==> src/hw/rtl/kscl_pkg.sv <==
// Package for the keypad scanner code lock: scan phases, register indices,
// word structs and the key character table. No dependencies.
package kscl_pkg;

  localparam int unsigned CODE_LENGTH = 8;
  localparam int unsigned KEY_SLOTS   = 8;
  localparam int unsigned SLOT_W      = $clog2(KEY_SLOTS);

  localparam logic [3:0] LINES_IDLE = 4'hF;
  localparam logic [7:0] TIMER_MAX  = 8'hFF;
  localparam logic [1:0] LAST_ROW   = 2'd3;

  typedef enum logic [3:0] {
    PH_RELEASE  = 4'b0001,
    PH_PRESS    = 4'b0010,
    PH_DEBOUNCE = 4'b0100,
    PH_SCAN     = 4'b1000
  } phase_t;

  typedef enum logic [1:0] {
    REG_PASSCODE      = 2'd0,
    REG_RELEASE_SETTLE = 2'd1,
    REG_DEBOUNCE      = 2'd2,
    REG_ROW_SETTLE    = 2'd3
  } reg_idx_t;

  localparam logic [31:0] PASSCODE_RST       = 32'd3875312464;
  localparam logic [7:0]  RELEASE_SETTLE_RST = 8'd20;
  localparam logic [7:0]  DEBOUNCE_RST       = 8'd45;
  localparam logic [7:0]  ROW_SETTLE_RST     = 8'd5;

  typedef struct packed {
    logic [31:0] passcode;
    logic [7:0]  release_settle_ticks;
    logic [7:0]  debounce_ticks;
    logic [7:0]  row_settle_ticks;
  } cfg_t;

  typedef struct packed {
    phase_t      phase;
    logic [7:0]  tick_timer;
    logic [1:0]  column_number;
    logic [1:0]  row_number;
    logic [3:0]  key_count;
  } ctrl_t;

  typedef struct packed {
    logic [3:0] row_drive;
    logic       key_valid;
    logic [7:0] key_char;
    logic [3:0] keys_entered;
    logic       entry_done;
    logic       access_granted;
  } result_t;

  typedef struct packed {
    logic              wr_en;
    logic [SLOT_W-1:0] slot;
    logic [3:0]        key_idx;
  } key_wr_t;

  // low-active column pattern to column number; anything but a lone
  // column 0, 1 or 2 counts as column 3
  function automatic logic [1:0] decode_column(input logic [3:0] lines);
    logic [3:0] low;
    low = ~lines;
    unique case (low)
      4'b0001: decode_column = 2'd0;
      4'b0010: decode_column = 2'd1;
      4'b0100: decode_column = 2'd2;
      default: decode_column = 2'd3;
    endcase
  endfunction

  function automatic logic [7:0] key_char(input logic [3:0] idx);
    unique case (idx)
      4'd0:    key_char = 8'h31;  // 1
      4'd1:    key_char = 8'h32;  // 2
      4'd2:    key_char = 8'h33;  // 3
      4'd3:    key_char = 8'h41;  // A
      4'd4:    key_char = 8'h34;  // 4
      4'd5:    key_char = 8'h35;  // 5
      4'd6:    key_char = 8'h36;  // 6
      4'd7:    key_char = 8'h42;  // B
      4'd8:    key_char = 8'h37;  // 7
      4'd9:    key_char = 8'h38;  // 8
      4'd10:   key_char = 8'h39;  // 9
      4'd11:   key_char = 8'h43;  // C
      4'd12:   key_char = 8'h2A;  // *
      4'd13:   key_char = 8'h30;  // 0
      4'd14:   key_char = 8'h23;  // #
      default: key_char = 8'h44;  // D
    endcase
  endfunction

endpackage

==> src/hw/rtl/kscl_key_store.sv <==
// Entered key store and passcode compare for the code lock.
// Depends on kscl_pkg.
module kscl_key_store (
  input  logic             clk,
  input  logic             wr_fire,
  input  kscl_pkg::key_wr_t wr,
  input  logic [31:0]      passcode,
  output logic             match
);

  logic [3:0] keys_r [kscl_pkg::KEY_SLOTS];

  always_ff @(posedge clk) begin
    if (wr_fire) begin
      keys_r[wr.slot] <= wr.key_idx;
    end
  end

  // the key being written this word takes part in the compare directly
  always_comb begin
    logic [3:0] entry;
    match = 1'b1;
    for (int k = 0; k < kscl_pkg::CODE_LENGTH; k++) begin
      entry = (wr.slot == kscl_pkg::SLOT_W'(k)) ? wr.key_idx : keys_r[k];
      if (entry != passcode[4*k +: 4]) begin
        match = 1'b0;
      end
    end
  end

endmodule

==> src/hw/rtl/kscl_step.sv <==
// Next-state and result logic of the keypad scan sequencer for one tick word.
// Depends on kscl_pkg.
module kscl_step (
  input  kscl_pkg::ctrl_t   cur,
  input  kscl_pkg::cfg_t    cfg,
  input  logic [3:0]        lines,
  input  logic              match,
  output kscl_pkg::ctrl_t   nxt,
  output kscl_pkg::result_t res,
  output kscl_pkg::key_wr_t wr
);

  logic [7:0] timer_inc;
  logic [3:0] count_inc;
  logic [3:0] idx;
  logic       idle;

  assign timer_inc = (cur.tick_timer != kscl_pkg::TIMER_MAX) ? cur.tick_timer + 8'd1
                                                              : cur.tick_timer;
  assign count_inc = cur.key_count + 4'd1;
  assign idx       = {cur.row_number, ~cur.column_number};
  assign idle      = (lines == kscl_pkg::LINES_IDLE);

  always_comb begin
    nxt              = cur;
    res              = '0;
    res.keys_entered = cur.key_count;
    wr.wr_en         = 1'b0;
    wr.slot          = cur.key_count[kscl_pkg::SLOT_W-1:0];
    wr.key_idx       = idx;
    unique case (cur.phase)
      kscl_pkg::PH_RELEASE: begin
        if (idle) begin
          nxt.tick_timer = timer_inc;
          if (timer_inc >= cfg.release_settle_ticks) begin
            nxt.phase      = kscl_pkg::PH_PRESS;
            nxt.tick_timer = '0;
          end
        end else begin
          nxt.tick_timer = '0;
        end
      end
      kscl_pkg::PH_PRESS: begin
        if (!idle) begin
          nxt.column_number = kscl_pkg::decode_column(lines);
          nxt.phase         = kscl_pkg::PH_DEBOUNCE;
          nxt.tick_timer    = '0;
        end
      end
      kscl_pkg::PH_DEBOUNCE: begin
        nxt.tick_timer = timer_inc;
        if (timer_inc >= cfg.debounce_ticks) begin
          nxt.tick_timer = '0;
          if (idle) begin
            nxt.phase = kscl_pkg::PH_RELEASE;
          end else begin
            nxt.column_number = kscl_pkg::decode_column(lines);
            nxt.row_number    = '0;
            nxt.phase         = kscl_pkg::PH_SCAN;
          end
        end
      end
      kscl_pkg::PH_SCAN: begin
        res.row_drive  = ~(4'b0001 << cur.row_number);
        nxt.tick_timer = timer_inc;
        if (timer_inc >= cfg.row_settle_ticks) begin
          nxt.tick_timer = '0;
          if (!idle) begin
            res.key_valid    = 1'b1;
            res.key_char     = kscl_pkg::key_char(idx);
            res.keys_entered = count_inc;
            wr.wr_en         = 1'b1;
            nxt.key_count    = count_inc;
            nxt.phase        = kscl_pkg::PH_RELEASE;
            if (count_inc >= 4'(kscl_pkg::CODE_LENGTH)) begin
              res.entry_done     = 1'b1;
              res.access_granted = match;
              nxt.key_count      = '0;
            end
          end else if (cur.row_number == kscl_pkg::LAST_ROW) begin
            // no row pulled a column low
            nxt.row_number = '0;
            nxt.phase      = kscl_pkg::PH_RELEASE;
          end else begin
            nxt.row_number = cur.row_number + 2'd1;
          end
        end
      end
      default: begin
        nxt.phase = kscl_pkg::PH_RELEASE;
      end
    endcase
  end

endmodule

==> src/hw/rtl/keypad_scanner_code_lock_unit.sv <==
// Top level of the keypad scanner code lock: configuration registers,
// sequencer state and result register. Depends on kscl_pkg, kscl_step, kscl_key_store.
//
// Each input word is one millisecond tick carrying the four active-low column
// lines of a 4x4 keypad; each accepted word yields exactly one result word with
// the row drive for that tick, any key identified (ASCII), the count of keys
// collected and, on the eighth key, the granted/denied verdict against the
// passcode. A word is taken every clock cycle unless the output stalls: the
// sequencer state and the result register both load on the accepting edge, so
// the result appears in the cycle after, and a new word is accepted while the
// previous result waits, provided the result register is free or being drained
// in the same cycle. Configuration writes are always accepted and take effect
// on the next word; writes should only be made while no result is pending.
module keypad_scanner_code_lock_unit (
  input  logic        clk,
  input  logic        rst_n,
  input  logic        in_valid,
  output logic        in_ready,
  input  logic [3:0]  in_column_lines,
  output logic        out_valid,
  input  logic        out_ready,
  output logic [3:0]  out_row_drive,
  output logic        out_key_valid,
  output logic [7:0]  out_key_char,
  output logic [3:0]  out_keys_entered,
  output logic        out_entry_done,
  output logic        out_access_granted,
  input  logic        cfg_valid,
  output logic        cfg_ready,
  input  logic [1:0]  cfg_index,
  input  logic [31:0] cfg_data
);

  kscl_pkg::cfg_t    cfg_r;
  kscl_pkg::ctrl_t   ctrl_r, ctrl_nxt;
  kscl_pkg::result_t res_r, res_nxt;
  kscl_pkg::key_wr_t key_wr;
  logic              out_valid_r;
  logic              match;
  logic              in_fire;

  assign cfg_ready = 1'b1;
  assign in_ready  = !out_valid_r || out_ready;
  assign in_fire   = in_valid && in_ready;

  always_ff @(posedge clk) begin
    if (!rst_n) begin
      cfg_r.passcode             <= kscl_pkg::PASSCODE_RST;
      cfg_r.release_settle_ticks <= kscl_pkg::RELEASE_SETTLE_RST;
      cfg_r.debounce_ticks       <= kscl_pkg::DEBOUNCE_RST;
      cfg_r.row_settle_ticks     <= kscl_pkg::ROW_SETTLE_RST;
    end else if (cfg_valid) begin
      unique case (kscl_pkg::reg_idx_t'(cfg_index))
        kscl_pkg::REG_PASSCODE:       cfg_r.passcode             <= cfg_data;
        kscl_pkg::REG_RELEASE_SETTLE: cfg_r.release_settle_ticks <= cfg_data[7:0];
        kscl_pkg::REG_DEBOUNCE:       cfg_r.debounce_ticks       <= cfg_data[7:0];
        kscl_pkg::REG_ROW_SETTLE:     cfg_r.row_settle_ticks     <= cfg_data[7:0];
        default: ;
      endcase
    end
  end

  kscl_step u_step (
    .cur   (ctrl_r),
    .cfg   (cfg_r),
    .lines (in_column_lines),
    .match (match),
    .nxt   (ctrl_nxt),
    .res   (res_nxt),
    .wr    (key_wr)
  );

  kscl_key_store u_key_store (
    .clk      (clk),
    .wr_fire  (in_fire && key_wr.wr_en),
    .wr       (key_wr),
    .passcode (cfg_r.passcode),
    .match    (match)
  );

  always_ff @(posedge clk) begin
    if (!rst_n) begin
      ctrl_r.phase         <= kscl_pkg::PH_RELEASE;
      ctrl_r.tick_timer    <= '0;
      ctrl_r.column_number <= '0;
      ctrl_r.row_number    <= '0;
      ctrl_r.key_count     <= '0;
      out_valid_r          <= 1'b0;
    end else begin
      if (in_fire) begin
        ctrl_r <= ctrl_nxt;
      end
      if (in_fire) begin
        out_valid_r <= 1'b1;
      end else if (out_ready) begin
        out_valid_r <= 1'b0;
      end
    end
  end

  always_ff @(posedge clk) begin
    if (in_fire) begin
      res_r <= res_nxt;
    end
  end

  assign out_valid          = out_valid_r;
  assign out_row_drive      = res_r.row_drive;
  assign out_key_valid      = res_r.key_valid;
  assign out_key_char       = res_r.key_char;
  assign out_keys_entered   = res_r.keys_entered;
  assign out_entry_done     = res_r.entry_done;
  assign out_access_granted = res_r.access_granted;

endmodule
==> config.mk <==
export PLATFORM = sky130hd
export DESIGN_NAME = keypad_scanner_code_lock_unit
export DESIGN_NICKNAME = d
export VERILOG_FILES = /design/src/hw/rtl/kscl_pkg.sv /design/src/hw/rtl/kscl_key_store.sv /design/src/hw/rtl/kscl_step.sv /design/src/hw/rtl/keypad_scanner_code_lock_unit.sv
export SDC_FILE = /design/constraint.sdc
export NUM_CORES = 1
export LEC_CHECK = 0
export BUFFER_PORTS_ARGS = -buffer_cell sky130_fd_sc_hd__buf_2
export CORE_MARGIN = 4
export CORE_UTILIZATION = 60
export DETAILED_ROUTE_END_ITERATION = 10
export GPL_TIMING_DRIVEN = 0
export PLACE_DENSITY_LB_ADDON = 0.1
export SYNTH_ARGS = -nofsm -noshare
export SYNTH_HDL_FRONTEND = slang
export SYNTH_SLANG_ARGS = --single-unit
==> constraint.sdc <==
create_clock -name clk -period 4.25 [get_ports clk]
set_input_delay 0.425 -clock clk [delete_from_list [all_inputs] [get_ports clk]]
set_output_delay 0.425 -clock clk [all_outputs]
set_load 0.005 [all_outputs]
==> Implementation_results.wiki, run 1 <==
{| class="wikitable"
! Metric !! Value
|-
| Overflow left after global routing || 0
|-
| Portion of the post-synthesis area used by sequential elements || 45.05%
|-
| Post-synth EDFFs || 50
|-
| Post-CTS Hold Buffers || 0
|-
| Mux contribution to synthesized area || 5.520%
|-
| Max capacitance violation total || 0
|-
| Input/output buffers || 62
|-
| Register-to-Register Setup Slack || 240 ps
|-
| Launching element type of the critical path || register
|-
| Share of the synthesized netlist area taken by xor and xnor gates || 5.186%
|-
| Leakage || 0.003287 uW
|-
| Synthesized netlist cell count || 719
|-
| Share of Yosys cell area claimed by the top area cell type || 22.82%
|-
| Core area || 10,940 sq um
|-
| Mapped cell area || 6755 sq um
|-
| Top-count cell post-synth || nand2_1
|-
| Final setup TNS || 0 ps
|-
| Critical path required time || 4290 ps
|-
| Switching power of the nets || 697.8 uW
|-
| Outcome || finished clean
|-
| Combinational family with the most area after synthesis || simple AND/OR/NAND/NOR gates
|-
| Area occupied by multi-input gates || 3425 sq um
|-
| Overall die area || 13,020 sq um
|-
| Cell-by-cell listing of the critical path || ha_1 > and3_1 > nand3_2 > nand2_1 > nand2_1 > o21ai_0 > ha_1 > or4_4 > a21oi_2 > o31ai_4 > nand3_2 > buf_4 > nor4_1
|-
| Wirelength, routed || 16,630 microns
|-
| Width of the die || 114.1 microns
|-
| Post-Syn Area per Cell || 9.395 sq um
|-
| Number of buffer and inverter instances along the worst setup path || 1
|-
| # clock sinks || 127
|-
| Fraction of the mapped netlist area in compound gates || 11.80%
|-
| Nets@finish || 883
|-
| Crit Path Max Fanout || 10
|-
| Maximum clock insertion buffer count || 2
|-
| Wire length per cell after detailed routing || 17.45 microns
|-
| Largest net degree at the start of global routing || 20
|-
| # rows || 38
|-
| Post-Synth Simple-Gate Area || 20.58%
|-
| Initial Util || 61.77%
|-
| Cells taking the most area after synthesis || dfxtp_1 (23%), edfxtp_1 (22%), nand2_1 (8.1%)
|-
| Synth Register Bits || 127
|-
| Layout Skew || 13.20 ps
|-
| Proportion of layout cells with a drive suffix above 1 || 15.99%
|-
| Sequential Area || 3043 sq um
|-
| GRT Util Overall || 26.55%
|-
| Clock network latency to the later pin of the worst-skew pair || 430 ps
|-
| Maximum vdd ir drop || 0.4160 mV
|-
| Setup Crit Path Kind || reg -> reg
|-
| Total DRC errors in the routed layout || 0
|-
| Diodes inserted || 0
|-
| Mean number of vias per cell || 5.738
|-
| Count of nets left with antenna violations after detail routing || 0
|-
| Filler Cells Inserted || 832
|-
| Number of setup violations in the final report || 0
|-
| Commonest register cell after synthesis || dfxtp_1
|-
| Number of H-tree levels || 4
|-
| Post-Synthesis Net Count || 802
|-
| Master of the slowest instance on the critical path || nor4_1
|-
| Root Driver || clkbuf_16
|-
| Synthesis-to-layout area growth || 16.61%
|-
| Max Transition Viols Final || 0
|-
| Path category of the worst min-delay check || in -> reg
|-
| Initial antenna violation count || 0
|-
| Number of vias in the routed layout || 5,468
|-
| Wire length of the first global-routing pass || 26,820 microns
|-
| Number of unique standard cell types used by synthesis || 65
|-
| Measured slew at the worst slew-check pin || 846.1 ps
|-
| Clk pwr share || 50.9%
|-
| Clock input transition at the sequential cells of the worst setup and hold paths || 60 ps
|-
| Delay-heaviest family, CP || simple AND/OR/NAND/NOR gates
|-
| Top cell types by occurrence after synthesis || nand2_1 (146), dfxtp_1 (77), edfxtp_1 (50)
|-
| Clock buffers created by TritonCTS || 17
|-
| Final cycle utilization of the critical path || 94.40%
|-
| Arithmetic-cell share of the synthesized area counting full adders, half adders and majority gates || 7.409%
|-
| Die extent in y || 114.1 microns
|-
| Max-slew headroom || 43.08%
|-
| Worst stage delay on the critical path || 650 ps
|-
| Number of top-level design ports || 65
|-
| Maximum clock frequency || 0.2493 GHz
|-
| Largest area contributor in the synthesized netlist || dfxtp_1
|-
| TritonCTS clock tree || built
|-
| Yosys warnings || 0
|-
| Vias in the first global route || 5,471
|-
| Ys async rst share || 0%
|-
| Detailed placer's ending HPWL || 12,220 microns
|-
| Final count of hold timing violations || 0
|-
| Internal Power || 2324 uW
|-
| Sum of internal, switching and leakage power || 3022 uW
|-
| Sequential group share of total power || 43.3%
|-
| Detailed-router iteration count before antenna repair || 5
|-
| Initial DRC count || 475
|-
| Setup repair after global routing missed its margin || true
|-
| Power share of the combinational group || 5.8%
|-
| Power density over the cells || 383.6 nW/um^2
|-
| Capturing element type of the critical path || register
|-
| Critical Path AT || 4060 ps
|-
| Routability congestion estimate from global placement || 0.9143
|-
| Fraction of power spent switching nets || 23.09%
|-
| Time the worst path needs with I/O delays and setup || 4012 ps
|}
[worst register-to-register path, cell delays in order, from the launching register on]
cell	delay, ps
dfxtp_1	410
ha_1	260
and3_1	270
nand3_2	220
nand2_1	160
nand2_1	60
o21ai_0	260
ha_1	290
or4_4	140
a21oi_2	40
o31ai_4	470
nand3_2	200
buf_4	210
nor4_1	650
[sequential cells by signal (all words and copies together), names as in the netlist]
name and flops:
cfg_r 56, u_key_store.keys_r 32, ctrl_r 20, out_key_char 7
out_keys_entered 4, out_row_drive 4, out_access_granted 1, out_entry_done 1
out_key_valid 1, out_valid 1
[area by class of cell]
cell class	count	area share, %
flip-flops and latches	127	38.63
clock inverters	14	2.287
clock buffers	18	5.718
plain buffers	34	1.922
well taps	140	2.224
repair buffers	62	3.939
multi-input cells	520	43.47
inverters	38	1.811
[through the flow]
step	setup slack, ps	hold WS (ps)	cells	instance area, sq um	utilization (%)
5_1_grt	-69.29	213.6	953	7878	72.04
6_report	238.1	203.0	953	7878	72.04
4_1_cts	195.3	194.0	953	7871	71.98
3_5_place_dp	215.3	450.3	921	7241	66.21
3_3_place_gp	310.5	445.4	921	7241	66.21
2_1_floorplan	905.9	436.3	719	6755	-
[power by group through the flow]
stage | Clock [uW] | Sequential [uW] | Combinational, uW
global placement | 0 | 1330 | 167
CTS | 1550 | 1310 | 174
finish | 1540 | 1310 | 175
global route | 1600 | 1310 | 194
floorplan | 0 | 1330 | 104
detailed placement | 0 | 1340 | 173
[placed cells by master, fill, tap and decap left out, types with 4 or more instances in the layout]
cell type	n
a211oi_1	7
a21boi_0	4
a21oi_1	44
and2_1	5
and3_1	11
buf_2	66
buf_4	5
clkbuf_1	24
clkbuf_16	18
clkinv_4	5
dfxtp_1	77
edfxtp_1	50
ha_1	40
inv_1	35
mux2i_1	35
nand2_1	146
nand2b_1	7
nand3_1	34
nor2_1	29
nor2b_1	8
nor4_1	14
o211ai_1	10
o21ai_0	16
o21ai_1	9
xnor2_1	29
xor2_1	11
[kinds of logic after synthesis]
kind of cell               after synthesis
muxes                                   37
other                                    2
and+or+nand+nor                        285
AOI/OAI and AO/OA                      116
DFF                                    127
buffers and inverters                   72
adders and majority gates               40
xor gates and xnor gates                40
[worst paths after layout]
check / startpoint / end / cells past startpoint
worst min-delay path: cfg_data[25] / cfg_r[49] / 3
worst min register to register: cfg_r[15] / cfg_r[15] / 2
worst max-delay path: ctrl_r[8] / u_key_store.keys_r[1][1] / 13
worst max register to register: ctrl_r[8] / u_key_store.keys_r[1][1] / 13
[routing by layer]
layer	vias up	global-route usage, %	routed length (microns)
met5	-	0	0
met4	0	10.93	507
met3	42	6.395	1090
met2	191	45.16	8317
met1	2562	32.34	6714
li1	2673	-	-
[timing repair]
| action | 4_1_cts | 5_1_grt |
|---|---|---|
| endpoints found under the hold margin | 0 | 0 |
| endpoints found under the setup margin | 0 | 16 |
| setup buffers | 0 | 0 |
| gates resized for setup | 0 | 1 |
No activity file was read; power rests on OpenSTA's default activity.
==> run 2, diff against run 1 <==
Settings changed: CORE_ASPECT_RATIO from default to 1.1.
==> run 2 against run 1 <==
Setup slack improved by 140 ps. Global-route usage increased by 0.98 points. Wire length increased by 3.6%. Worst hold slack improved by 6.3 ps. Register-to-register slack improved by 140 ps. Count of clock-buffer cells in the layout increased by 4. Combinational power about the same. Clock power increased by 3%. Largest cell class unchanged.
==> Implementation_results.wiki, run 2 (same netlist as run 1, synthesis figures left out) <==
{| class="wikitable"
! Metric !! Value
|-
| Outcome || finished clean
|-
| Max-slew headroom || 54.22% (+11 points)
|-
| Nets@finish || 883 (unchanged)
|-
| Wirelength, routed || 17,230 microns (+3.6%)
|-
| Largest net degree at the start of global routing || 20 (unchanged)
|-
| Power share of the combinational group || 5.7% (about the same)
|-
| Maximum vdd ir drop || 0.2642 mV (-36%)
|-
| Internal Power || 2380 uW (+2.4%)
|-
| Clk pwr share || 51.6% (+0.7 points)
|-
| Critical path required time || 4310 ps (+20 ps)
|-
| # rows || 40 (+5.3%)
|-
| Launching element type of the critical path || register
|-
| Clock network latency to the later pin of the worst-skew pair || 430 ps (about the same)
|-
| Number of top-level design ports || 65 (unchanged)
|-
| Final setup TNS || 0 ps (unchanged)
|-
| Measured slew at the worst slew-check pin || 686.0 ps (-160.1 ps)
|-
| Initial antenna violation count || 0 (unchanged)
|-
| Capturing element type of the critical path || register
|-
| Leakage || 0.003318 uW (+0.94%)
|-
| Flip-flop count of the largest register, all copies and words added || 56 (unchanged)
|-
| Maximum clock insertion buffer count || 2 (unchanged)
|-
| Crit Path Max Fanout || 10 (unchanged)
|-
| Leading cell types in the layout, fill and taps excluded || nand2_1 (146), dfxtp_1 (77), buf_2 (66)
|-
| GRT Util Overall || 27.53% (+0.98 points)
|-
| Wire length of the first global-routing pass || 27,470 microns (+2.4%)
|-
| Final cycle utilization of the critical path || 91.06% (-3.3 points)
|-
| Width of the die || 109.2 microns (-4.3%)
|-
| Setup repair after global routing missed its margin || false
|-
| Number of vias in the routed layout || 5,575 (+2.0%)
|-
| Input/output buffers || 62 (unchanged)
|-
| Detailed placer's ending HPWL || 12,340 microns (+0.98%)
|-
| Synthesis-to-layout area growth || 17.65%
|-
| Core area || 10,960 sq um (+0.23%)
|-
| Max capacitance violation total || 0 (unchanged)
|-
| Initial DRC count || 363 (-24%)
|-
| Detailed-router iteration count before antenna repair || 6 (+1)
|-
| Largest register by flop count || cfg_r
|-
| Proportion of layout cells with a drive suffix above 1 || 16.73% (+0.74 points)
|-
| Setup Crit Path Kind || reg -> reg
|-
| Switching power of the nets || 684.0 uW (-2.0%)
|-
| Commonest non-fill, non-tap cell in the layout || nand2_1
|-
| Worst Setup SP || ctrl_r[8]
|-
| Number of setup violations in the final report || 0 (unchanged)
|-
| Overall die area || 13,020 sq um (about the same)
|-
| Final count of hold timing violations || 0 (unchanged)
|-
| Vias in the first global route || 5,622 (+2.8%)
|-
| Die extent in y || 119.3 microns (+4.5%)
|-
| Diodes inserted || 0 (unchanged)
|-
| TritonCTS clock tree || built
|-
| Overflow left after global routing || 0 (unchanged)
|-
| Clock input transition at the sequential cells of the worst setup and hold paths || 60 ps (about the same)
|-
| Startpoint of the most critical hold path || cfg_data[21]
|-
| Startpoint of the lowest-slack register-to-register path || ctrl_r[8]
|-
| Number of H-tree levels || 4 (unchanged)
|-
| Total DRC errors in the routed layout || 0 (unchanged)
|-
| Routability congestion estimate from global placement || 0.8903 (-2.6%)
|-
| Fraction of power spent switching nets || 22.32% (-0.77 points)
|-
| Post-CTS Hold Buffers || 0 (unchanged)
|-
| Clock buffers created by TritonCTS || 17 (unchanged)
|-
| Worst hold slack after final layout || 209.4 ps (+6.344 ps)
|-
| Max Transition Viols Final || 0 (unchanged)
|-
| Root Driver || clkbuf_16
|-
| Critical Path AT || 3930 ps (-130 ps)
|-
| Sequential group share of total power || 42.8% (-0.5 points)
|-
| Wire length per cell after detailed routing || 17.95 microns (+2.9%)
|-
| Layout Skew || 6.875 ps (-6.325 ps)
|-
| # clock sinks || 127 (unchanged)
|-
| Initial Util || 61.63% (-0.14 points)
|-
| Time the worst path needs with I/O delays and setup || 3870 ps (-141.8 ps)
|-
| Maximum clock frequency || 0.2584 GHz (+3.7%)
|-
| Count of nets left with antenna violations after detail routing || 0 (unchanged)
|-
| Sum of internal, switching and leakage power || 3065 uW (+1.4%)
|-
| Path category of the worst min-delay check || in -> reg
|-
| Mean number of vias per cell || 5.807 (+1.2%)
|-
| Registers with the most flip-flops || cfg_r: 56 flops, u_key_store.keys_r: 32 flops, ctrl_r: 20 flops
|-
| Power density over the cells || 385.6 nW/um^2 (+0.52%)
|}
[run 2: cell types whose count changed in the layout (fill, tap and decap cells not counted)]
cell and delta:
clkinv_2 +2, nor4_2 +6, inv_6 -2, nor4_1 -6, clkbuf_16 +3, clkbuf_8 +1
bufinv_16 -1, clkinv_4 -2, clkinvlp_4 -3, inv_4 +2
[run 2: power groups by stage]
stage                     registers, uW  clock network (uW)  logic, uW
after global placement             1330                   0        165
final                              1310                1580        174
after global routing               1310                1650        194
after floorplan                    1330                   0        104
after CTS                          1310                1580        174
after detailed placement           1340                   0        172
[run 2: worst max-delay path: stages, from the launching register on]
cell     delay [ps]
dfxtp_1         420
ha_1            260
and3_1          270
nand3_2         220
and2_1          250
xor2_1          300
ha_1            250
or4_4           130
a21oi_2          40
o31ai_4         490
nand3_2         200
buf_4           230
nor4_2          440
[run 2: final cells by class]
type | count | area, sq um
Buffer | 34 | 151.4
Clock buffer | 22 | 539.3
Clock inverter | 10 | 115.1
Fill cell | 803 | 3013
Inverter | 38 | 142.6
Multi-Input combinational cell | 520 | 3462
Sequential cell | 127 | 3043
Tap cell | 147 | 183.9
Timing Repair Buffer | 62 | 310.3
[run 2: stage by stage]
step	instance area, sq um	utilization, %	std cells	setup WS (ps)
after global routing	7948	72.51	960	76.06
after global placement	7249	66.14	928	196.6
after CTS	7904	72.11	960	94.39
after floorplan	6755	-	719	905.9
final	7948	72.51	960	380.0
after detailed placement	7249	66.14	928	116.9
[run 2: worst paths after layout]
path | end | cells past startpoint | slack (ps)
worst max register to register | u_key_store.keys_r[5][2] | 12 | 380
worst min-delay path | cfg_r[45] | 3 | 210
worst min register to register | cfg_r[22] | 2 | 460
worst max-delay path | u_key_store.keys_r[5][2] | 12 | 380
[run 2: layer usage]
layer  routed length (microns)  track usage [%]
met5                         0                0
met4                       578            12.31
met3                      1050            5.908
met2                      8966            47.58
met1                      6639            32.32
[run 2: repair_timing]
item | in CTS | in global routing
setup endpoints to repair | 0 | 28
gates resized for setup | 0 | 7
buffers inserted | 0 | 0
==> run 3, diff against run 2 <==
Settings changed: CELL_PAD_IN_SITES_DETAIL_PLACEMENT from default to 1, CELL_PAD_IN_SITES_GLOBAL_PLACEMENT from default to 1, CORE_UTILIZATION 60 to 46.
==> run 3 against run 2 <==
Die area is 28% higher. Register-to-register slack worse by 140 ps. Sequential share of layout area is 0.054 points higher. Via count is 1.1% lower. Power is 4.5% lower. Final area is 0.14% lower. First-iteration DRC count is 31% lower. Largest cell class unchanged.
==> Implementation_results.wiki, run 3 (same netlist as run 1, synthesis figures left out) <==
{| class="wikitable"
! Metric !! Value
|-
| Setup Crit Path Kind || reg -> reg
|-
| Crit Path Max Fanout || 10 (unchanged)
|-
| Path category of the worst min-delay check || in -> reg
|-
| Initial DRC count || 249 (-31%)
|-
| Registers with the most flip-flops || cfg_r: 56 flops, u_key_store.keys_r: 32 flops, ctrl_r: 20 flops
|-
| Critical path required time || 4310 ps (about the same)
|-
| Sum of internal, switching and leakage power || 2927 uW (-4.5%)
|-
| Maximum clock frequency || 0.2495 GHz (-3.4%)
|-
| Wire length per cell after detailed routing || 18.99 microns (+5.8%)
|-
| # clock sinks || 127 (unchanged)
|-
| Final cycle utilization of the critical path || 94.31% (+3.3 points)
|-
| Number of vias in the routed layout || 5,512 (-1.1%)
|-
| Routability congestion estimate from global placement || 0.8702 (-2.3%)
|-
| Overall die area || 16,690 sq um (+28%)
|-
| Largest register by flop count || cfg_r
|-
| TritonCTS clock tree || built
|-
| Die extent in y || 135.1 microns (+13%)
|-
| Leading cell types in the layout, fill and taps excluded || nand2_1 (146), dfxtp_1 (77), buf_2 (66)
|-
| Count of nets left with antenna violations after detail routing || 0 (unchanged)
|-
| Number of buffer and inverter instances along the worst setup path || 1 (unchanged)
|-
| Clock network latency to the later pin of the worst-skew pair || 430 ps (about the same)
|-
| Measured slew at the worst slew-check pin || 754.0 ps (+68.04 ps)
|-
| Clock buffers created by TritonCTS || 17 (unchanged)
|-
| Setup repair after global routing missed its margin || false
|-
| Max Transition Viols Final || 0 (unchanged)
|-
| Largest net degree at the start of global routing || 20 (unchanged)
|-
| Maximum vdd ir drop || 0.2773 mV (+5.0%)
|-
| Nets@finish || 883 (unchanged)
|-
| Post-CTS setup buffer count || 0 (unchanged)
|-
| Number of stages on the worst setup path || 11 (-1)
|-
| Final count of hold timing violations || 0 (unchanged)
|-
| Delay-heaviest family, CP || simple AND/OR/NAND/NOR gates
|-
| Width of the die || 123.5 microns (+13%)
|-
| Number of setup violations in the final report || 0 (unchanged)
|-
| Non-Filler Instances || 1,005 (+4.7%)
|-
| Clock input transition at the sequential cells of the worst setup and hold paths || 60 ps (about the same)
|-
| Critical Path AT || 4070 ps (+140 ps)
|-
| Initial antenna violation count || 0 (unchanged)
|-
| Root Driver || clkbuf_16
|-
| Cell-by-cell listing of the critical path || ha_1 > and3_1 > nand3_2 > o21ai_0 > ha_1 > or4_4 > a21oi_2 > o31ai_4 > nand3_2 > buf_4 > nor4_2
|-
| Max capacitance violation total || 0 (unchanged)
|-
| Proportion of layout cells with a drive suffix above 1 || 16.73% (unchanged)
|-
| Capturing element type of the critical path || register
|-
| Initial Util || 46.95% (-15 points)
|-
| Synthesis-to-layout area growth || 17.48%
|-
| Mean number of vias per cell || 5.485 (-5.6%)
|-
| Detailed-router iteration count before antenna repair || 4 (-2)
|-
| Outcome || finished clean
|-
| Leakage || 0.003280 uW (-1.1%)
|-
| # rows || 46 (+15%)
|-
| Total DRC errors in the routed layout || 0 (unchanged)
|-
| Power density over the cells || 368.8 nW/um^2 (-4.4%)
|-
| Launching element type of the critical path || register
|-
| Commonest non-fill, non-tap cell in the layout || nand2_1
|-
| Worst stage delay on the critical path || 600 ps (+110 ps)
|-
| Layout Skew || 11.74 ps (+4.860 ps)
|-
| Max-slew headroom || 49.66% (-4.6 points)
|-
| Master of the slowest instance on the critical path || o21ai_0
|-
| Wire length of the first global-routing pass || 29,700 microns (+8.1%)
|-
| Input/output buffers || 62 (unchanged)
|-
| Time the worst path needs with I/O delays and setup || 4008 ps (+138.2 ps)
|-
| Flip-flop count of the largest register, all copies and words added || 56 (unchanged)
|-
| Hold Path Depth || 3 (unchanged)
|-
| Detailed placer's ending HPWL || 14,160 microns (+15%)
|-
| Maximum clock insertion buffer count || 2 (unchanged)
|-
| Number of H-tree levels || 4 (unchanged)
|-
| Worst Reg2Reg Path Length in Cells || 11 (-1)
|-
| Wirelength, routed || 19,090 microns (+11%)
|-
| Number of top-level design ports || 65 (unchanged)
|-
| Vias in the first global route || 5,799 (+3.1%)
|-
| Layout Utilization || 55.16% (-17 points)
|-
| Core area || 14,390 sq um (+31%)
|-
| Diodes inserted || 0 (unchanged)
|-
| Overflow left after global routing || 0 (unchanged)
|-
| GRT Util Overall || 23.46% (-4.1 points)
|-
| Placed Cells incl. Taps || 973 (+4.8%)
|}
[run 3: changes by cell type in the layout (fill, tap and decap cells not counted)]
| cell | change |
|---|---|
| bufinv_16 | -2 |
| clkbuf_16 | -2 |
| clkbuf_8 | +2 |
| clkinvlp_4 | +2 |
| clkinv_4 | -1 |
| inv_6 | +1 |
[run 3: power breakdown]
part / total, uW / switching [uW] / internal (uW)
clock: 1440 / 575 / 864
sequential: 1310 / 19.6 / 1290
combinational: 179 / 109 / 69.4
[run 3: final timing paths]
kind,from,to,slack [ps]
max,ctrl_r[8],u_key_store.keys_r[6][3],240
min,cfg_data[18],cfg_r[42],210
max reg2reg,ctrl_r[8],u_key_store.keys_r[6][3],240
min reg2reg,cfg_r[19],cfg_r[19],460
[run 3: cell type report]
type / count / area (sq um)
flip-flops and latches: 127 / 3043
clock buffers: 22 / 516.7
fillers: 1697 / 6452
plain buffers: 34 / 151.4
repair buffers: 62 / 310.3
clock inverters: 10 / 70.07
well taps: 192 / 240.2
multi-input cells: 520 / 3462
inverters: 38 / 142.6
[run 3: worst min-delay path, stage by stage]
cell	delay, ps
buf_2	80
nand2_1	40
nand3_1	60
[run 3: per-layer routing]
| layer | vias to the layer above | GRT usage (%) | part of all wire, % | routed length (microns) |
|---|---|---|---|---|
| li1 | 2672 | - | - | - |
| met4 | 0 | 8.308 | 2.2 | 422 |
| met2 | 88 | 43.16 | 53 | 10170 |
| met3 | 33 | 4.106 | 2.9 | 559 |
| met1 | 2719 | 26.97 | 42 | 7932 |
| met5 | - | 0 | 0 | 0 |
[run 3: through the flow]
stage	setup TNS (ps)	setup slack (ps)	hold WS (ps)	area (sq um)
after floorplan	0	905.9	436.3	6755
after CTS	0	89.30	206.6	7899
after global placement	0	52.24	445.3	7306
final	0	241.7	212.8	7936
after detailed placement	-151.5	-37.99	450.6	7306
after global routing	0	24.34	215.7	7936
[run 3: repair_timing]
action,in CTS,in global routing
endpoints found under the setup margin,4,24
hold buffers,0,0
resized for setup,1,6
